[src/design/nfcp_pkg.sv]
// Shared types and constants for the NFC response frame parser.
// Used by every module of the block but nfcp_in_stage; depends on nothing.
package nfcp_pkg;

    localparam int unsigned SCAN_WINDOW = 16;
    localparam int unsigned READ_LENGTH = 264;
    localparam int unsigned POS_W       = $clog2(READ_LENGTH + 1);

    // Position limits of the read and of the start pattern search
    localparam logic [POS_W-1:0] POS_READ_END  = POS_W'(READ_LENGTH);
    localparam logic [POS_W-1:0] POS_LAST      = POS_W'(READ_LENGTH - 1);
    localparam logic [POS_W-1:0] POS_SCAN_MIN  = POS_W'(2);
    localparam logic [POS_W-1:0] POS_SCAN_END  = POS_W'(SCAN_WINDOW + 2);
    localparam logic [POS_W-1:0] POS_SCAN_LAST = POS_W'(SCAN_WINDOW + 1);

    localparam logic [7:0] FRAME_ID_IN = 8'hD5;
    localparam logic [7:0] START_CODE  = 8'hFF;
    localparam logic [7:0] MIN_LEN     = 8'd2;

    localparam int unsigned CFG_IDX_W = 1;
    localparam logic [CFG_IDX_W-1:0] CFG_EXPECTED_COMMAND = 1'b0;
    localparam logic [CFG_IDX_W-1:0] CFG_PAYLOAD_CAPACITY = 1'b1;

    typedef enum logic [2:0] {
        PH_SCAN = 3'd0,
        PH_LEN  = 3'd1,
        PH_LCS  = 3'd2,
        PH_TFI  = 3'd3,
        PH_CMD  = 3'd4,
        PH_BODY = 3'd5
    } t_phase;

    typedef enum logic [1:0] {
        ST_OK       = 2'd0,
        ST_MISMATCH = 2'd1,
        ST_CHECKSUM = 2'd2,
        ST_OVERFLOW = 2'd3
    } t_status;

    typedef struct packed {
        logic [7:0] expected_command;
        logic [7:0] payload_capacity;
    } t_cfg;

    typedef struct packed {
        logic [7:0] payload_length;
        t_status    status;
        logic [7:0] payload_byte;
        logic       is_verdict;
    } t_result;

endpackage

[src/design/nfcp_in_stage.sv]
// Input register of the frame parser: holds one accepted byte and its start mark.
// Depends on nothing but the clock and reset.
module nfcp_in_stage (
    input  logic       i_clk,
    input  logic       i_rst_n,
    input  logic       i_valid,
    output logic       o_ready,
    input  logic [7:0] i_byte,
    input  logic       i_start,
    input  logic       i_take,
    output logic       o_valid,
    output logic [7:0] o_byte,
    output logic       o_start
);

    logic       r_valid;
    logic [7:0] r_byte;
    logic       r_start;
    logic       w_accept;

    assign o_ready  = !r_valid || i_take;
    assign w_accept = i_valid && o_ready;

    always_ff @(posedge i_clk) begin
        if (!i_rst_n) begin
            r_valid <= 1'b0;
        end else if (w_accept) begin
            r_valid <= 1'b1;
        end else if (i_take) begin
            r_valid <= 1'b0;
        end
    end

    always_ff @(posedge i_clk) begin
        if (w_accept) begin
            r_byte  <= i_byte;
            r_start <= i_start;
        end
    end

    assign o_valid = r_valid;
    assign o_byte  = r_byte;
    assign o_start = r_start;

endmodule

[src/design/nfcp_cfg_regs.sv]
// Configuration registers of the frame parser: expected command and payload capacity.
// Depends on nfcp_pkg.
module nfcp_cfg_regs (
    input  logic                           i_clk,
    input  logic                           i_rst_n,
    input  logic                           i_cfg_valid,
    output logic                           o_cfg_ready,
    input  logic [nfcp_pkg::CFG_IDX_W-1:0] i_cfg_index,
    input  logic [7:0]                     i_cfg_data,
    output nfcp_pkg::t_cfg                 o_cfg
);

    nfcp_pkg::t_cfg r_cfg;

    assign o_cfg_ready = 1'b1;

    always_ff @(posedge i_clk) begin
        if (!i_rst_n) begin
            r_cfg.expected_command <= 8'd0;
            r_cfg.payload_capacity <= 8'd255;
        end else if (i_cfg_valid) begin
            unique case (i_cfg_index)
                nfcp_pkg::CFG_EXPECTED_COMMAND: r_cfg.expected_command <= i_cfg_data;
                nfcp_pkg::CFG_PAYLOAD_CAPACITY: r_cfg.payload_capacity <= i_cfg_data;
                default: r_cfg <= r_cfg;
            endcase
        end
    end

    assign o_cfg = r_cfg;

endmodule

[src/design/nfcp_core.sv]
// Parse state and per-byte decision logic of the frame parser.
// Depends on nfcp_pkg.
module nfcp_core (
    input  logic                i_clk,
    input  logic                i_rst_n,
    input  logic                i_fire,
    input  logic [7:0]          i_byte,
    input  logic                i_start,
    input  nfcp_pkg::t_cfg      i_cfg,
    output logic                o_res_valid,
    output nfcp_pkg::t_result   o_res
);

    localparam int unsigned PW = nfcp_pkg::POS_W;

    logic [PW-1:0]    r_pos,    n_pos;
    nfcp_pkg::t_phase r_phase,  n_phase;
    logic [15:0]      r_recent, n_recent;
    logic [7:0]       r_len,    n_len;
    logic [7:0]       r_sum,    n_sum;
    logic [7:0]       r_count,  n_count;
    logic             r_done,   n_done;

    always_comb begin
        logic [PW-1:0]    c_pos;
        nfcp_pkg::t_phase c_phase;
        logic [15:0]      c_recent;
        logic [7:0]       c_len;
        logic [7:0]       c_sum;
        logic [7:0]       c_count;
        logic             c_done;
        logic             verdict;
        logic             in_body;
        nfcp_pkg::t_status st;
        logic [PW:0]      frame_end;

        // A start mark restarts parsing before this byte is looked at
        c_pos    = i_start ? '0 : r_pos;
        c_phase  = i_start ? nfcp_pkg::PH_SCAN : r_phase;
        c_recent = i_start ? 16'd0 : r_recent;
        c_len    = i_start ? 8'd0 : r_len;
        c_sum    = i_start ? 8'd0 : r_sum;
        c_count  = i_start ? 8'd0 : r_count;
        c_done   = i_start ? 1'b0 : r_done;

        n_pos    = c_pos;
        n_phase  = c_phase;
        n_recent = c_recent;
        n_len    = c_len;
        n_sum    = c_sum;
        n_count  = c_count;
        n_done   = c_done;

        verdict   = 1'b0;
        in_body   = 1'b0;
        st        = nfcp_pkg::ST_OK;
        frame_end = (PW+1)'(c_pos) + (PW+1)'(c_len) - (PW+1)'(1);

        o_res_valid = 1'b0;
        o_res       = '0;

        if (!c_done && (c_pos < nfcp_pkg::POS_READ_END)) begin
            n_pos = c_pos + PW'(1);
            unique case (c_phase)
                nfcp_pkg::PH_SCAN: begin
                    n_recent = {c_recent[7:0], i_byte};
                    if ((c_pos >= nfcp_pkg::POS_SCAN_MIN) && (c_pos < nfcp_pkg::POS_SCAN_END)
                        && (c_recent == 16'd0) && (i_byte == nfcp_pkg::START_CODE)) begin
                        n_phase = nfcp_pkg::PH_LEN;
                    end else if (c_pos >= nfcp_pkg::POS_SCAN_LAST) begin
                        verdict = 1'b1;
                        st      = nfcp_pkg::ST_MISMATCH;
                    end
                end
                nfcp_pkg::PH_LEN: begin
                    n_len   = i_byte;
                    n_phase = nfcp_pkg::PH_LCS;
                end
                nfcp_pkg::PH_LCS: begin
                    if ((8'(c_len + i_byte) != 8'd0) || (c_len < nfcp_pkg::MIN_LEN)) begin
                        verdict = 1'b1;
                        st      = nfcp_pkg::ST_CHECKSUM;
                    end else begin
                        n_phase = nfcp_pkg::PH_TFI;
                    end
                end
                nfcp_pkg::PH_TFI: begin
                    if (i_byte != nfcp_pkg::FRAME_ID_IN) begin
                        verdict = 1'b1;
                        st      = nfcp_pkg::ST_MISMATCH;
                    end else begin
                        n_sum   = i_byte;
                        n_phase = nfcp_pkg::PH_CMD;
                    end
                end
                nfcp_pkg::PH_CMD: begin
                    if (i_byte != 8'(i_cfg.expected_command + 8'd1)) begin
                        verdict = 1'b1;
                        st      = nfcp_pkg::ST_MISMATCH;
                    end else if (frame_end >= (PW+1)'(nfcp_pkg::READ_LENGTH)) begin
                        verdict = 1'b1;
                        st      = nfcp_pkg::ST_OVERFLOW;
                    end else begin
                        n_sum   = 8'(c_sum + i_byte);
                        n_count = 8'd0;
                        n_phase = nfcp_pkg::PH_BODY;
                    end
                end
                default: begin
                    // Body: payload bytes, then DCS closes the frame
                    in_body = 1'b1;
                    n_sum   = 8'(c_sum + i_byte);
                    if (c_count < 8'(c_len - nfcp_pkg::MIN_LEN)) begin
                        n_count            = c_count + 8'd1;
                        o_res_valid        = 1'b1;
                        o_res.payload_byte = i_byte;
                    end else if (n_sum != 8'd0) begin
                        verdict = 1'b1;
                        st      = nfcp_pkg::ST_CHECKSUM;
                    end else if (c_count > i_cfg.payload_capacity) begin
                        verdict = 1'b1;
                        st      = nfcp_pkg::ST_OVERFLOW;
                    end else begin
                        verdict = 1'b1;
                        st      = nfcp_pkg::ST_OK;
                    end
                end
            endcase

            // Last byte of the read with the header still open: force a verdict
            if (!verdict && !in_body && (c_pos == nfcp_pkg::POS_LAST)) begin
                verdict = 1'b1;
                if ((n_phase == nfcp_pkg::PH_LEN) || (n_phase == nfcp_pkg::PH_LCS)) begin
                    st = nfcp_pkg::ST_CHECKSUM;
                end else begin
                    st = nfcp_pkg::ST_MISMATCH;
                end
            end

            if (verdict) begin
                n_done               = 1'b1;
                o_res_valid          = 1'b1;
                o_res.is_verdict     = 1'b1;
                o_res.status         = st;
                o_res.payload_length = (st == nfcp_pkg::ST_OK) ? c_count : 8'd0;
            end
        end
    end

    always_ff @(posedge i_clk) begin
        if (!i_rst_n) begin
            r_pos    <= '0;
            r_phase  <= nfcp_pkg::PH_SCAN;
            r_recent <= 16'd0;
            r_len    <= 8'd0;
            r_sum    <= 8'd0;
            r_count  <= 8'd0;
            r_done   <= 1'b0;
        end else if (i_fire) begin
            r_pos    <= n_pos;
            r_phase  <= n_phase;
            r_recent <= n_recent;
            r_len    <= n_len;
            r_sum    <= n_sum;
            r_count  <= n_count;
            r_done   <= n_done;
        end
    end

endmodule

[src/design/nfcp_out_stage.sv]
// Result register of the frame parser: holds one result until the sink takes it.
// Depends on nfcp_pkg.
module nfcp_out_stage (
    input  logic              i_clk,
    input  logic              i_rst_n,
    input  logic              i_load,
    input  nfcp_pkg::t_result i_res,
    output logic              o_room,
    output logic              o_valid,
    input  logic              i_ready,
    output nfcp_pkg::t_result o_res
);

    logic              r_valid;
    nfcp_pkg::t_result r_res;

    assign o_room = !r_valid || i_ready;

    always_ff @(posedge i_clk) begin
        if (!i_rst_n) begin
            r_valid <= 1'b0;
        end else if (i_load) begin
            r_valid <= 1'b1;
        end else if (i_ready) begin
            r_valid <= 1'b0;
        end
    end

    always_ff @(posedge i_clk) begin
        if (i_load) begin
            r_res <= i_res;
        end
    end

    assign o_valid = r_valid;
    assign o_res   = r_res;

endmodule

[src/design/nfc_response_frame_parser.sv]
// Each byte is held in the input register; the result it makes is loaded into the result
// register, which presents it on the master side.
// Throughput: one byte per cycle when not stalled; the parse state updates once per byte.
// The input stalls only while the result register holds a result the sink has not taken.
// Reset (i_rst_n low, synchronous): parser back to searching at position 0, both
// stages empty, expected_command 0 and payload_capacity 255.
// Depends on nfcp_pkg, nfcp_in_stage, nfcp_cfg_regs, nfcp_core, nfcp_out_stage.
module nfc_response_frame_parser (
    input  logic                           i_clk,
    input  logic                           i_rst_n,
    // Byte stream in
    input  logic                           i_s_axis_tvalid,
    output logic                           o_s_axis_tready,
    input  logic [7:0]                     i_s_axis_tdata,  // [7:0] data_byte
    input  logic                           i_s_axis_tuser,  // [0] start_of_read
    // Result stream out
    output logic                           o_m_axis_tvalid,
    input  logic                           i_m_axis_tready,
    // [7:0] payload_byte, [9:8] status, [17:10] payload_length, [23:18] zero
    output logic [23:0]                    o_m_axis_tdata,
    output logic                           o_m_axis_tlast,  // is_verdict
    // Configuration writes
    input  logic                           i_cfg_valid,
    output logic                           o_cfg_ready,
    input  logic [nfcp_pkg::CFG_IDX_W-1:0] i_cfg_index,
    input  logic [7:0]                     i_cfg_data
);

    logic              w_in_valid;
    logic [7:0]        w_in_byte;
    logic              w_in_start;
    logic              w_out_room;
    logic              w_fire;
    logic              w_res_valid;
    nfcp_pkg::t_result w_res;
    nfcp_pkg::t_result w_out_res;
    nfcp_pkg::t_cfg    w_cfg;

    // Advance the held byte whenever the result register can take what it makes
    assign w_fire = w_in_valid && w_out_room;

    nfcp_in_stage u_in (
        .i_clk   (i_clk),
        .i_rst_n (i_rst_n),
        .i_valid (i_s_axis_tvalid),
        .o_ready (o_s_axis_tready),
        .i_byte  (i_s_axis_tdata),
        .i_start (i_s_axis_tuser),
        .i_take  (w_fire),
        .o_valid (w_in_valid),
        .o_byte  (w_in_byte),
        .o_start (w_in_start)
    );

    nfcp_cfg_regs u_cfg (
        .i_clk       (i_clk),
        .i_rst_n     (i_rst_n),
        .i_cfg_valid (i_cfg_valid),
        .o_cfg_ready (o_cfg_ready),
        .i_cfg_index (i_cfg_index),
        .i_cfg_data  (i_cfg_data),
        .o_cfg       (w_cfg)
    );

    // Header checks, checksum and payload count for each byte
    nfcp_core u_core (
        .i_clk       (i_clk),
        .i_rst_n     (i_rst_n),
        .i_fire      (w_fire),
        .i_byte      (w_in_byte),
        .i_start     (w_in_start),
        .i_cfg       (w_cfg),
        .o_res_valid (w_res_valid),
        .o_res       (w_res)
    );

    // Bytes that give no result (header, ignored tail) simply drop out here
    nfcp_out_stage u_out (
        .i_clk   (i_clk),
        .i_rst_n (i_rst_n),
        .i_load  (w_fire && w_res_valid),
        .i_res   (w_res),
        .o_room  (w_out_room),
        .o_valid (o_m_axis_tvalid),
        .i_ready (i_m_axis_tready),
        .o_res   (w_out_res)
    );

    assign o_m_axis_tdata = {6'd0, w_out_res.payload_length, w_out_res.status,
                             w_out_res.payload_byte};
    assign o_m_axis_tlast = w_out_res.is_verdict;

endmodule

[config.mk]
export PLATFORM = sky130hd
export DESIGN_NAME = nfc_response_frame_parser
export DESIGN_NICKNAME = d
export VERILOG_FILES = /design/src/design/nfcp_pkg.sv /design/src/design/nfcp_in_stage.sv /design/src/design/nfcp_cfg_regs.sv /design/src/design/nfcp_core.sv /design/src/design/nfcp_out_stage.sv /design/src/design/nfc_response_frame_parser.sv
export SDC_FILE = /design/constraint.sdc
export NUM_CORES = 1
export LEC_CHECK = 0
export BUFFER_PORTS_ARGS = -buffer_cell sky130_fd_sc_hd__buf_2
export CORE_UTILIZATION = 30
export CTS_BUF_LIST = sky130_fd_sc_hd__clkbuf_2 sky130_fd_sc_hd__clkbuf_4 sky130_fd_sc_hd__clkbuf_8
export CTS_CLUSTER_DIAMETER = 100
export CTS_CLUSTER_SIZE = 24
export DETAILED_ROUTE_END_ITERATION = 7
export GPL_ROUTABILITY_DRIVEN = 0
export MAX_ROUTING_LAYER = met4
export PLACE_DENSITY_LB_ADDON = 0.15
export SLEW_MARGIN = 20
export SYNTH_ARGS = -nofsm -noshare
export SYNTH_HDL_FRONTEND = slang
export SYNTH_HIERARCHICAL = 1
export SYNTH_SLANG_ARGS = --single-unit
[constraint.sdc]
create_clock -name i_clk -period 6.45 [get_ports i_clk]
set_clock_uncertainty 0.15 [all_clocks]
set_input_delay 0.9675 -clock i_clk [delete_from_list [all_inputs] [get_ports i_clk]]
set_output_delay 0.9675 -clock i_clk [all_outputs]
set_load 0.05 [all_outputs]
## Word level (Yosys, flattened, before mapping)

Cells that the tools add are included.

| cells by class | value |
|---|---|
| add/subtract/negate cells | 8 |
| magnitude comparators | 8 |
| equal/unequal tests | 10 |
| muxes and demuxes | 67 |
| bitwise logic cells | 3 |
| reduce and logical (&&, ||, !) cells | 33 |

Operators with widths:

| kind | count |
|---|---|
| two-way mux 8 bit | 13 |
| two-way mux 16 bit | 3 |
| two-way mux 1 bit | 26 |
| two-way mux 3 bit | 8 |
| case mux 8 bit (3 select lines) | 1 |
| two-way mux 2 bit | 10 |
| two-way mux 9 bit | 2 |
| adder 8 x 1 -> 8 bit, second input constant | 2 |
| adder 8 bit | 2 |
| zero test 16 bit | 1 |
| case mux 8 bit (2 select lines) | 1 |
| nonzero test 8 bit | 2 |
| case mux 3 bit (5 select lines) | 1 |
| adder 9 x 8 -> 10 bit | 1 |
| greater-or-equal comparator 10 x 9 -> 1 bit, second input constant | 1 |
| case mux 2 bit (5 select lines) | 1 |
| subtractor 10 x 1 -> 10 bit, second input constant | 1 |
| adder 9 x 1 -> 9 bit, second input constant | 1 |
| == test 3 x 2 -> 1 bit, second input constant | 3 |
| == test 9 bit, second input constant | 1 |
| greater-or-equal comparator 9 x 2 -> 1 bit, second input constant | 1 |
| greater-or-equal comparator 9 x 5 -> 1 bit, second input constant | 1 |
| logical AND 1 bit | 9 |
| < comparator 9 x 5 -> 1 bit, second input constant | 1 |
| 23 further kinds | 36 |

| word-level totals | value |
|---|---|
| register bits after elaboration | 99 |
| input port bits | 23 |
| output and inout port bits | 28 |
| word-level logic and storage cells | 146 |

## Logic depth before layout (Yosys ltp)

Gate-level depths: netlist (run 1).

| logic depth | value |
|---|---|
| word-level depth | 17 |
| mapped depth | 23 |
| mapped depth without buffers | 18 |

## By module

Netlist (run 1), hierarchy kept.

Modules (own cells, without submodules):

| module | times used | cells an instance | area an instance (um^2) | sequential area each (um^2) |
|---|---|---|---|---|
| nfcp_core | 1 | 682 | 5034.8 | 1061.0 |
| nfcp_cfg_regs | 1 | 74 | 719.4 | 320.3 |
| nfcp_out_stage | 1 | 23 | 619.3 | 590.6 |
| nfcp_in_stage | 1 | 14 | 327.8 | 290.3 |
| nfc_response_frame_parser | 1 | 9 | 61.3 | 0.0 |

## Least setup slack after synthesis (run 1)

Ideal clock, no wire load.

| timing | value |
|---|---|
| kind | flip-flop to flip-flop |
| start point | register u_in.r_start, in the netlist u_in/o_start |
| end point | register u_out.r_res, in the netlist u_out/o_res[0] (enable) |
| library setup time | 0.378 ns |
| data arrival time | 4.484 ns |
| data required time | 5.922 ns |
| path slack | 1.438 ns |
| stages on the path, launching flop included | 18 |
| buffers on the path | 6 |
| period minus slack after synthesis | 5.012 ns |
| path through | edfxtp_1 buf_6 clkbuf_1 clkbuf_1 buf_1 buf_1 buf_1 nor2_1 ha_1 a21o_1 a211o_1 a22o_1 nor4_2 o211ai_2 a21oi_2 a211oi_2 o21bai_1 and3_1 |

| between the ends | value |
|---|---|
| longest elaborated chain between the ends | 16 |
| elaborated cells between the ends (all ways) | 53 |
| classes of those cells | add/sub: 4; order compare: 7; eq/ne: 5; mux: 22; reduce/logical: 15 |

Ends and longest elaborated chain:

| element | line | text |
|---|---|---|
| from (decl) | nfcp_in_stage.sv:18 | `logic r_start;` |
| from (signal assigned) | nfcp_in_stage.sv:37 | `r_start <= i_start;` |
| two-way mux 9 bit / two-way mux 8 bit (equally long branches) | nfcp_core.sv:38, nfcp_core.sv:41 |  |
| adder 9 x 8 -> 10 bit, or another cell as far along | nfcp_core.sv:57 | `frame_end = (PW+1)'(c_pos) + (PW+1)'(c_len) - (PW+1)'(1);` |
| subtractor 10 x 1 -> 10 bit / logical AND 1 bit (equally long branches) | nfcp_core.sv:57, nfcp_core.sv:67 |  |
| greater-or-equal comparator 10 x 9 -> 1 bit / logical AND 1 bit (equally long branches) | nfcp_core.sv:100, nfcp_core.sv:68 |  |
| two-way mux 1 bit / logical AND 1 bit (equally long branches) | nfcp_core.sv:100, nfcp_core.sv:68 |  |
| two-way mux 1 bit, on equally long branches | nfcp_core.sv:97, nfcp_core.sv:67 |  |
| case mux 1 bit (5 select lines) | nfcp_core.sv:64 | `unique case (c_phase)` |
| two-way mux 1 bit | nfcp_core.sv:62 | `if (!c_done && (c_pos < nfcp_pkg::POS_READ_END)) begin` |
| zero test 1 bit | nfcp_core.sv:131 | `if (!verdict && !in_body && (c_pos == nfcp_pkg::POS_LAST)) begin` |
| logical AND 1 bit (2 in a row) | nfcp_core.sv:131 |  |
| two-way mux 1 bit | nfcp_core.sv:131 |  |
| two-way mux 1 bit | nfcp_core.sv:62 |  |
| two-way mux 1 bit | nfcp_core.sv:140 | `if (verdict) begin` |
| two-way mux 1 bit (*) | nfcp_core.sv:62 |  |
| named net w_res_valid | nfc_response_frame_parser.sv:34 | `logic w_res_valid;` |
| logical AND 1 bit (*) | nfc_response_frame_parser.sv:81 | `.i_load (w_fire && w_res_valid),` |
| to (signal assigned) | nfcp_out_stage.sv:31 | `r_res <= i_res;` |
| to (decl) | nfcp_out_stage.sv:15 | `nfcp_pkg::t_result r_res;` |

The timed path passes the listed nets; every way through them passes the cells marked *. The select of a mux whose other input is x is not followed.
A chain may end at the register's enable or synchronous reset.

## Final worst setup path (run 1)

Ends and elaborated chain as after synthesis.

==> metrics, run 1 <==
number of antenna diodes 0; number of cells upsized or downsized after cts 0; worst reg2reg path endpoint u_out/o_res[0]; Switching Fraction 0.283; total number of clock tree sinks 99; number of antenna violations at the first check in global routing 0; clock tree from TritonCTS yes; internal power component 0.000944 W; fraction of the cycle the final worst path needs 0.746; worst-path fanout max 20; iteration count of the initial detailed-routing pass 8; Core Box Area 22000 um^2; vias in the first global route 5236; critical path startpoint category register; IR Drop Worst-Case VDD 0.123 mV; final wirelength 18.8 mm; CP Launch Point u_in/o_start; violations in the final reports design-rule violations; Final nets 885; unrepaired setup endpoints after global routing false; overall routing resource usage 0.171; largest area contributor in the synthesized netlist dfxtp_1; run status finished with violations; Post-DP HPWL 13.8 mm; total number of H-tree levels 3; capturing instance or port of the critical path u_out/o_res[0]; highest clock frequency the design can meet 208 MHz; number of instances in the synthesized netlist 802; required time at the endpoint of the critical path 6.31 ns; number of synthesized register bits 99; fraction of post-synthesis cell area in the top cell type by area 0.210; total of hold buffers inserted after clock tree synthesis 0; number of max-cap violations 0; Final min period 4.81 ns; clock slew seen by the registers of the worst setup and hold paths 0.10 ns; total standard cell area after synthesis 6760 um^2; number of antenna-violating nets in the routed design 0; LEAKAGE 3.20 nW; number of synthesis warnings 6; clock network power share 0.355; cell with the most instances after synthesis nor2_1; number of buffers added by the clock tree synthesis step 9; Max Transition Viols Final 0; layout cell share with drive strength beyond 1 0.123; Post-synth ARST share 0; hold slack 0.325 ns; tightest slew margin relative to the limit 0.378; classification of the worst-slack hold path reg -> reg; number of placed I/O pins 51; Distinct cells, synth 82; path depth of the worst reg2reg path 14; average detailed-routed wire length per instance 17.1 um; power density over cell area 179 nW/um^2; DRC violation count after routing 7; data arrival time of the worst path 4.68 ns; clock insertion delay at the later pin of the skew report 0.39 ns; starting density of the core 0.308; classification of the worst setup path reg -> reg; Sw Pwr 0.000373 W; floorplan row count 54; Setup Total Neg Slack 0 ns; final count of hold timing violations 0; synthesized area per cell 8.43 um^2; crit path capture type register; GRT overflow 0; number of setup violations in the final report 0; global-route wire length before repair 30.1 mm; post-CTS setup buffer count 0; leading post-synthesis cells by instance count 95 x nor2_1, 71 x dfxtp_1, 70 x nand2_1; DIE AREA 23100 um^2; CTS Root Buffer Type clkbuf_8; DRT iter0 DRCs 334; detailed-route vias per instance 5.06; Die Y-Extent 152 um; R2R setup slack 1.64 ns; Synth area leaders dfxtp_1 21%, edfxtp_1 12%, ha_1 8.0%; synth-to-layout area growth 8.77%; input/output buffers 43; share of power burned in registers 0.518; sequential area share after synthesis 0.335; via count 5581; transition at the pin with the smallest max-transition slack 0.933 ns; die width 152 um; commonest register cell after synthesis dfxtp_1; clock tree buffer depth 2; largest net degree at the start of global routing 43; relative contribution of combinational cells to total power 0.127; number of flops mapped to enable cells by yosys 28; startpoint of the worst register-to-register path u_in/o_start
## worst max-delay path: stages (launching register included)
cell,delay (ns)
edfxtp_1,0.60
clkinv_1,0.11
buf_4,0.22
nand2_1,0.17
nand2_1,0.12
fa_1,0.47
a211oi_1,0.38
or3b_2,0.19
nand3_1,0.09
nor4_2,0.32
o211ai_2,0.21
a21oi_2,0.29
a211oi_2,0.14
o21bai_1,0.18
and3_1,0.79
## per-layer routing
layer | track usage | routed length, um | vias up
li1 | - | - | 2858
met1 | 0.236 | 9670 | 2610
met2 | 0.252 | 8160 | 94
met3 | 0.0293 | 675 | 19
met4 | 0.0544 | 291 | 0
met5 | - | 0 | -
## power groups by stage
stage                     clock network [W]  logic [W]  registers [W]
final                              0.000468   0.000167       0.000682
after global routing               0.000509   0.000185       0.000686
after CTS                          0.000489   0.000167       0.000682
after detailed placement                  0   0.000166       0.000697
after global placement                    0   0.000168       0.000697
after floorplan                           0   0.000138       0.000680
## cell type report
| cell class | instances | area (um^2) |
|---|---|---|
| clock buffers | 11 | 139 |
| well taps | 280 | 350 |
| clock inverters | 5 | 82.6 |
| flip-flops and latches | 99 | 2260 |
| multi-input cells | 612 | 4090 |
| inverters | 46 | 173 |
| repair buffers | 49 | 260 |
| fillers | 2342 | 14600 |
## how the worst min path moves through the flow
stage                    start              end  depth (start not counted)
6_report         u_core/r_done    u_core/r_done                          2
5_1_grt        u_core/r_sum[0]  u_core/r_sum[0]                          2
4_1_cts          u_core/r_done    u_core/r_done                          2
3_5_place_dp   u_core/r_sum[0]  u_core/r_sum[0]                          2
3_3_place_gp   u_core/r_sum[0]  u_core/r_sum[0]                          2
2_1_floorplan  u_core/r_sum[5]  u_core/r_sum[5]                          2
## state kept, by name (all words and copies together) (netlist names), 8 cells and up
name / flops
u_core/r_sum: 8
u_core/r_recent: 16
u_core/r_count: 8
u_cfg/o_cfg: 16
u_core/r_len: 8
u_in/o_byte: 8
u_core/r_pos: 9
u_out/o_res: 19
## per-stage QoR
stage / cell area (um^2) / setup slack (ns) / cells / util / power [W]
global placement: 7130 / 1.74 / 1086 / 0.325 / 0.000865
detailed placement: 7130 / 1.60 / 1086 / 0.325 / 0.000863
CTS: 7350 / 1.57 / 1102 / 0.335 / 0.00134
global route: 7360 / 1.13 / 1102 / 0.335 / 0.00138
floorplan: 6780 / 1.44 / 807 / - / 0.000818
finish: 7360 / 1.64 / 1102 / 0.335 / 0.00132
## cells in the final DEF, fill, tap and decap left out, types with 4 or more instances in the layout
cell,n
a22oi_1,12
clkbuf_8,9
o21bai_1,5
o21a_1,7
a211oi_1,6
nor2_1,95
nand2_1,70
buf_2,43
nor3b_1,11
edfxtp_1,28
nor4_1,7
xnor2_1,19
dfxtp_1,71
conb_1,7
a31oi_1,7
nand4_1,6
ha_1,43
nand3_1,29
o21ai_1,5
nor3_1,15
o211ai_2,9
nor2b_1,20
a21oi_1,37
and2_1,6
o21ai_0,38
mux2i_1,17
a211o_1,6
xor2_1,18
buf_4,6
nand2b_1,13
inv_1,44
and3_1,19
or3_1,4
or4_1,4
a21o_1,8
o22ai_1,4
## kinds of logic (layout without fill, tap and decap cells)
family,after synthesis,count (layout),synth area share
fa+ha+maj,45,45,0.0855
buf+inv,96,111,0.0653
compound gates,183,183,0.195
mux,17,17,0.0252
other cells,2,7,0.00111
xor+xnor,38,38,0.0503
simple gates,322,322,0.243
flops,99,99,0.335
Power figures use the tool's default switching activity.
==> inputs of run 2 (changes only) <==
--- a/config.mk
+++ b/config.mk
@@ -5,6 +5,7 @@
 export SDC_FILE = /design/constraint.sdc
 export NUM_CORES = 1
 export LEC_CHECK = 0
+export ABC_AREA = 1
 export BUFFER_PORTS_ARGS = -buffer_cell sky130_fd_sc_hd__buf_2
 export CORE_UTILIZATION = 30
 export CTS_BUF_LIST = sky130_fd_sc_hd__clkbuf_2 sky130_fd_sc_hd__clkbuf_4 sky130_fd_sc_hd__clkbuf_8
==> constraint.sdc (replaced) <==
create_clock -name i_clk -period 3.8 [get_ports i_clk]
set_clock_uncertainty 0.15 [all_clocks]
set_input_delay 0.57 -clock i_clk [delete_from_list [all_inputs] [get_ports i_clk]]
set_output_delay 0.57 -clock i_clk [all_outputs]
set_load 0.05 [all_outputs]
==> run 2 against run 1 <==
  * The flow now finishes without violations
  * Die area grew 4.9%
  * Fmax up 32%
  * Via count rose by 28%
  * Sequential power is 72% higher
  * Synthesized area increased by 4.9%
  * Sequential cell count unchanged
  * Clock power rose by 64%
  * Non-clock buffer count rose by 58
  * First-iteration DRC count up 53%
  * Critical endpoint is now u_out/o_res[4]
  * Largest cell class unchanged
==> metrics, run 2 <==
detailed-route vias per instance 4.80 (-5.2%); number of max-cap violations 0 (unchanged); endpoint with the worst hold slack u_in/o_byte[0]; Core Box Area 22900 um^2 (+4.4%); Min-Delay Startpoint i_s_axis_tdata[0]; floorplan row count 55 (+1.9%); tightest slew margin relative to the limit 0.421 (+0.0427); overall routing resource usage 0.193 (+0.0220); cell with the most instances after synthesis nand2_1; number of synthesis warnings 6 (unchanged); total number of H-tree levels 3 (unchanged); vias in the first global route 6629 (+27%); number of buffers added by the clock tree synthesis step 9 (unchanged); IR Drop Worst-Case VDD 0.172 mV (+40%); final wirelength 22.6 mm (+20%); Post-DP HPWL 17.2 mm (+25%); number of synthesized register bits 99 (unchanged); data arrival time of the worst path 3.62 ns (-1.06 ns); number of flip-flops in the largest register 19 (unchanged); final count of hold timing violations 0 (unchanged); input/output buffers 43 (unchanged); clock tree buffer depth 2 (unchanged); largest area contributor in the synthesized netlist dfxtp_1; worst-path fanout max 7 (-65%); total number of clock tree sinks 99 (unchanged); startpoint of the worst register-to-register path u_in/o_start; fraction of post-synthesis cell area in the top cell type by area 0.200 (-0.00989); Synth area leaders dfxtp_1 20%, nand2_1 16%, edfxtp_1 12%; number of antenna-violating nets in the routed design 0 (unchanged); starting density of the core 0.310 (+0.00171); power density over cell area 285 nW/um^2 (+59%); number of setup violations in the final report 0 (unchanged); number of flops mapped to enable cells by yosys 28 (unchanged); total standard cell area after synthesis 7100 um^2 (+4.9%); iteration count of the initial detailed-routing pass 5 (-3); global-route wire length before repair 35.1 mm (+17%); via count 7158 (+28%); cell at the slowest stage of the critical path edfxtp_1; commonest register cell after synthesis dfxtp_1; number of placed I/O pins 51 (unchanged); highest clock frequency the design can meet 273 MHz (+32%); total of hold buffers inserted after clock tree synthesis 0 (unchanged); Hold Path Stages 1 (-1); DRC violation count after routing 0 (-7); layout cell share with drive strength beyond 1 0.165 (+0.0418); number of antenna violations at the first check in global routing 1 (+1); CTS Root Buffer Type clkbuf_8; crit path capture type register; clock insertion delay at the later pin of the skew report 0.40 ns (about the same); transition at the pin with the smallest max-transition slack 0.869 ns (-0.0641 ns); Final nets 1241 (+40%); sequential area share after synthesis 0.319 (-0.0157); Post-Route Utilization 0.372 (+0.0370); fraction of the cycle the final worst path needs 0.963 (+0.217); CP peak stage delay 0.50 ns (-0.29 ns); path depth of the worst reg2reg path 25 (+11); gate family responsible for the most delay along the worst path simple AND/OR/NAND/NOR gates; DRT iter0 DRCs 510 (+53%); Max Transition Viols Final 0 (unchanged); die width 156 um (+2.4%); worst reg2reg path endpoint u_out/o_res[4]; clock slew seen by the registers of the worst setup and hold paths 0.12 ns (+0.02 ns); classification of the worst setup path reg -> reg; DIE AREA 24300 um^2 (+4.9%); Final min period 3.66 ns (-1.15 ns); number of antenna diodes 0 (unchanged); Distinct cells, synth 46 (-44%); largest net degree at the start of global routing 39 (-9.3%); Post-synth ARST share 0 (unchanged); Post-Layout Cell Count 1491 (+35%); leading post-synthesis cells by instance count 294 x nand2_1, 155 x inv_1, 117 x nor2_1; Die Y-Extent 156 um (+2.4%); synth-to-layout area growth 20.1%; synthesized area per cell 6.54 um^2 (-22%); DP Cell Count 1458 (+34%); leading cell type in the layout, fill and taps excluded nand2_1; run status finished clean; R2R setup slack 0.14 ns (-1.50 ns); average detailed-routed wire length per instance 15.2 um (-11%); GRT overflow 0 (unchanged); number of instances in the synthesized netlist 1085 (+35%); LEAKAGE 4.15 nW (+30%); critical path startpoint category register; leading cell types in the layout, fill and taps excluded 279 x nand2_1, 154 x inv_1, 113 x nor2_1; classification of the worst-slack hold path in -> reg; clock tree from TritonCTS yes; required time at the endpoint of the critical path 3.77 ns (-2.54 ns); buffers and inverters on the worst path 9 (+7)
-- run 2: cell count changes after synthesis, moves of 15 or more --
cell,previous run,this run
nand2_1,70,294
nand4_1,6,24
nor2_1,95,117
inv_1,45,155
and3_1,19,0
a21oi_1,37,87
mux2i_1,17,0
xnor2_1,19,4
nand3_1,29,84
nor2b_1,20,0
-- run 2: where the power goes --
group / switching (W) / internal, W / total (W)
Clock: 0.000442 / 0.000324 / 0.000766
Combinational: 0.000326 / 0.000170 / 0.000496
Sequential: 0.0000386 / 0.00113 / 0.00117
Total: 0.000807 / 0.00162 / 0.00243
-- run 2: worst max path at each step --
stage                            to          from  cells after the start
detailed placement   u_out/o_res[3]  u_in/o_start                     22
global route        u_out/o_res[13]  u_in/o_start                     21
floorplan            u_out/o_res[0]  u_in/o_start                     22
global placement     u_out/o_res[6]  u_in/o_start                     24
finish               u_out/o_res[4]  u_in/o_start                     25
CTS                 u_out/o_res[14]  u_in/o_start                     23
-- run 2: layout make-up --
cell class | instances | area [um^2]
fillers | 2490 | 14400
repair buffers | 107 | 771
flip-flops and latches | 99 | 2260
repair inverters | 1 | 6.26
clock buffers | 9 | 124
inverters | 163 | 617
clock inverters | 7 | 95.1
well taps | 313 | 392
multi-input cells | 792 | 4260
-- run 2: through the flow --
step	TNS, ns	setup slack [ns]	total power, W	area, um^2	hold slack [ns]
floorplan	0	0.0587	0.00152	7120	0.292
global placement	0	0.0560	0.00166	7900	0.302
detailed placement	0	0.0357	0.00166	7900	0.306
CTS	0	0.0379	0.00243	8130	0.168
global route	-1.04	-0.0808	0.00257	8520	0.160
finish	0	0.142	0.00243	8520	0.181
-- run 2: routing by layer --
| metal | track usage | wire length, um | vias up |
|---|---|---|---|
| met3 | 0.0269 | 895 | 28 |
| met5 | - | 0 | - |
| li1 | - | - | 3691 |
| met4 | 0.0467 | 351 | 0 |
| met1 | 0.258 | 11000 | 3280 |
| met2 | 0.307 | 10300 | 159 |
-- run 2: cell families (layout without fill, tap and decap cells) --
group	after synthesis	in the layout	share of synthesized area
AOI/OAI and AO/OA	170	170	0.136
xor gates and xnor gates	13	13	0.0160
adders and majority gates	45	45	0.0815
buffers and inverters	199	287	0.114
DFF	99	99	0.319
other	2	7	0.00106
and+or+nand+nor	557	557	0.332
-- run 2: timing repair --
item / in CTS / in global routing
setup buffers: 0 / 13
gates cloned: 0 / 4
gates resized for setup: 3 / 57
setup endpoints to repair: 19 / 38
pin swaps: 0 / 20
-- run 2: worst reg2reg max path: stages, from the launching register on --
cell and delay [ns]:
edfxtp_1 0.50, clkinv_4 0.14, buf_4 0.15, nand2_2 0.08
ha_1 0.30, inv_1 0.10, ha_4 0.23, nand2_1 0.08
inv_1 0.04, nand2_1 0.10, nand3_2 0.10, a21oi_2 0.16
inv_1 0.05, nand2_1 0.05, nand2_1 0.09, nand3_4 0.11
nand2_4 0.07, nand3_2 0.11, nand2_2 0.07, a21oi_4 0.15
nor2_1 0.06, inv_1 0.06, inv_2 0.04, nor2_4 0.10
buf_12 0.14, clkbuf_16 0.15
==> inputs of run 3 (changes only) <==
--- a/config.mk
+++ b/config.mk
@@ -6,12 +6,12 @@
 export NUM_CORES = 1
 export LEC_CHECK = 0
 export ABC_AREA = 1
-export BUFFER_PORTS_ARGS = -buffer_cell sky130_fd_sc_hd__buf_2
 export CORE_UTILIZATION = 30
 export CTS_BUF_LIST = sky130_fd_sc_hd__clkbuf_2 sky130_fd_sc_hd__clkbuf_4 sky130_fd_sc_hd__clkbuf_8
 export CTS_CLUSTER_DIAMETER = 100
 export CTS_CLUSTER_SIZE = 24
 export DETAILED_ROUTE_END_ITERATION = 7
+export DONT_BUFFER_PORTS = 1
 export GPL_ROUTABILITY_DRIVEN = 0
 export MAX_ROUTING_LAYER = met4
 export PLACE_DENSITY_LB_ADDON = 0.15
==> constraint.sdc (replaced) <==
create_clock -name i_clk -period 3.45 [get_ports i_clk]
set_clock_uncertainty 0.15 [all_clocks]
set_input_delay 0.5175 -clock i_clk [delete_from_list [all_inputs] [get_ports i_clk]]
set_output_delay 0.5175 -clock i_clk [all_outputs]
set_load 0.05 [all_outputs]
==> run 3 against run 2 <==
  * The flow now finishes with violations (negative setup slack)
  * Global-route usage up 1.2 points
  * Clock-buffer cell count up 1
  * Routed wire length up 3.9%
  * Sequential share of layout area down 0.62 points
  * Sequential power up 11%
  * Clock power about the same
  * Largest power group unchanged
  * Highest routed layer unchanged
==> metrics, run 3 (same netlist as run 2, synthesis figures left out) <==
run status finished with violations; violations in the final reports negative setup slack; Hold Path Stages 0 (-1); leading cell type in the layout, fill and taps excluded nand2_1; path depth of the worst reg2reg path 24 (-4.0%); highest clock frequency the design can meet 279 MHz (+2.1%); cell at the slowest stage of the critical path edfxtp_1; floorplan row count 55 (unchanged); relative contribution of combinational cells to total power 0.211 (+0.007); power density over cell area 299 nW/um^2 (+4.8%); die width 156 um (unchanged); synth-to-layout area growth 23.0%; number of inserted filler cells in the final layout 2470 (-0.80%); clock network power share 0.293 (-0.022); CTS Root Buffer Type clkbuf_8; worst slack at placement -0.271 ns (-0.307 ns); Post-Layout Cell Count 1495 (+0.27%); tightest slew margin relative to the limit 0.451 (+0.0307); share of power burned in registers 0.497 (+0.016); IR Drop Worst-Case VDD 0.202 mV (+17%); Min-Delay Startpoint i_s_axis_tdata[2]; worst reg2reg path endpoint u_out/o_res[18]; input/output buffers 0 (-100%); total number of clock tree sinks 99 (unchanged); clock tree from TritonCTS yes; number of antenna-violating nets in the routed design 0 (unchanged); CP peak stage delay 0.46 ns (-0.04 ns); required time at the endpoint of the critical path 3.43 ns (-0.34 ns); vias in the first global route 6646 (+0.26%); Sw Pwr 0.000888 W (+10%); critical path startpoint category register; fraction of the cycle the final worst path needs 1.04 (+0.0762); Core Box Area 22900 um^2 (unchanged); R2R setup slack -0.13 ns (-0.28 ns); DRT iter0 DRCs 458 (-10%); internal power component 0.00172 W (+6.0%); classification of the worst-slack hold path in -> reg; startpoint of the worst register-to-register path u_in/o_start; Post-DP HPWL 18.1 mm (+4.9%); number of flip-flops in the largest register 19 (unchanged); crit path capture type register; final wirelength 23.5 mm (+3.9%); global-route wire length before repair 37.1 mm (+5.7%); final count of hold timing violations 0 (unchanged); overall routing resource usage 0.206 (+0.0124); GRT overflow 0 (unchanged); number of buffers added by the clock tree synthesis step 9 (unchanged); number of max-cap violations 0 (unchanged); clock tree buffer depth 2 (unchanged); unrepaired setup endpoints after global routing true; classification of the worst setup path reg -> reg; Die Y-Extent 156 um (unchanged); total number of H-tree levels 3 (unchanged); starting density of the core 0.310 (unchanged); data arrival time of the worst path 3.56 ns (-0.06 ns); transition at the pin with the smallest max-transition slack 0.822 ns (-0.0468 ns); total area of multi-input combinational cells 4370 um^2 (+2.7%); Final min period 3.58 ns (-0.0742 ns); Switching Fraction 0.341 (+0.00850); clock slew seen by the registers of the worst setup and hold paths 0.11 ns (about the same); sequential cell area 2260 um^2 (unchanged); via count 7167 (+0.13%); iteration count of the initial detailed-routing pass 5 (unchanged); Final Power 0.00261 W (+7.3%); LEAKAGE 4.22 nW (+1.6%); DIE AREA 24300 um^2 (unchanged); DP Cell Count 1462 (+0.27%); number of antenna violations at the first check in global routing 0 (-1); sequence of cells on the critical path clkinv_4 -> buf_12 -> buf_6 -> nand2_4 -> ha_4 -> inv_4 -> ha_4 -> fa_2 -> nand3_2 -> nand3b_1 -> nand2_1 -> inv_1 -> nor2_1 -> nand3_1 -> nand2_2 -> nand3_2 -> nand2_4 -> nand4_4 -> a21oi_4 -> nor2_1 -> inv_1 -> inv_2 -> nor2_4 -> clkbuf_16; Setup Total Neg Slack -2.41 ns (-2.41 ns); worst-path fanout max 5 (-2); layout cell share with drive strength beyond 1 0.185 (+0.0199); number of placed I/O pins 51 (unchanged); Max Transition Viols Final 0 (unchanged); DRC violation count after routing 0 (unchanged); CP Launch Point u_in/o_start; endpoint with the worst hold slack u_in/o_byte[2]; Final nets 1244 (+0.24%); leading cell types in the layout, fill and taps excluded 278 x nand2_1, 148 x inv_1, 106 x nor2_1; clock insertion delay at the later pin of the skew report 0.40 ns (about the same); number of setup violations in the final report 21 (+21); largest net degree at the start of global routing 39 (unchanged); worst setup margin -0.134 ns (-0.276 ns); average detailed-routed wire length per instance 15.7 um (+3.6%); detailed-route vias per instance 4.79 (-0.14%)
==> run 3: worst max-delay path, delay by kind of cell (launching register included) <==
family / cells / cell delay, ns
and+or+nand+nor: 12 / 1.15
adders and majority gates: 3 / 0.70
buffers and inverters: 8 / 0.69
DFF: 1 / 0.46
AOI/OAI and AO/OA: 1 / 0.15
==> run 3: worst max-delay path by stage <==
stage | slack (ns) | endpoint | cells after the start
after detailed placement | -0.27 | u_out/o_res[15] | 22
after CTS | 0.002 | u_out/o_res[11] | 21
after global placement | -0.16 | u_out/o_res[0] | 23
after global routing | -0.33 | u_out/o_res[10] | 26
after floorplan | 0.02 | u_out/o_res[0] | 22
final | -0.13 | u_out/o_res[18] | 24
==> run 3: area by class of cell <==
cell class	instances	share of cell area
multi-input cells	792	0.501
flip-flops and latches	99	0.259
repair buffers	111	0.103
inverters	163	0.0709
well taps	313	0.0449
clock buffers	10	0.0150
clock inverters	6	0.00559
diodes	1	0.000287
==> run 3: metal layers <==
metal / GRT usage / vias up / wire (um)
li1: - / 3705 / -
met1: 0.285 / 3305 / 11900
met2: 0.319 / 137 / 10400
met3: 0.0253 / 20 / 880
met4: 0.0434 / 0 / 282
met5: - / - / 0
==> run 3: through the flow <==
step                instance area [um^2]  utilization  hold slack (ns)
floorplan                           7200            -            0.292
CTS                                 8420        0.368           0.0412
global placement                    8110        0.354            0.303
finish                              8730        0.381           0.0585
global route                        8730        0.381           0.0308
detailed placement                  8110        0.354            0.306
==> run 3: power groups by stage <==
stage,clock network (W),logic [W],registers [W]
floorplan,0,0.000369,0.00131
global placement,0,0.000506,0.00132
detailed placement,0,0.000506,0.00132
CTS,0.000800,0.000518,0.00130
global route,0.000844,0.000614,0.00130
finish,0.000764,0.000549,0.00130
==> run 3: timing repair <==
| item | CTS | global route |
|---|---|---|
| buffers inserted | 6 | 9 |
| pin swaps | 5 | 5 |
| setup endpoints to repair | 43 | 50 |
| gates cloned | 0 | 2 |
| resized for setup | 24 | 57 |
| hold buffers | 0 | 0 |
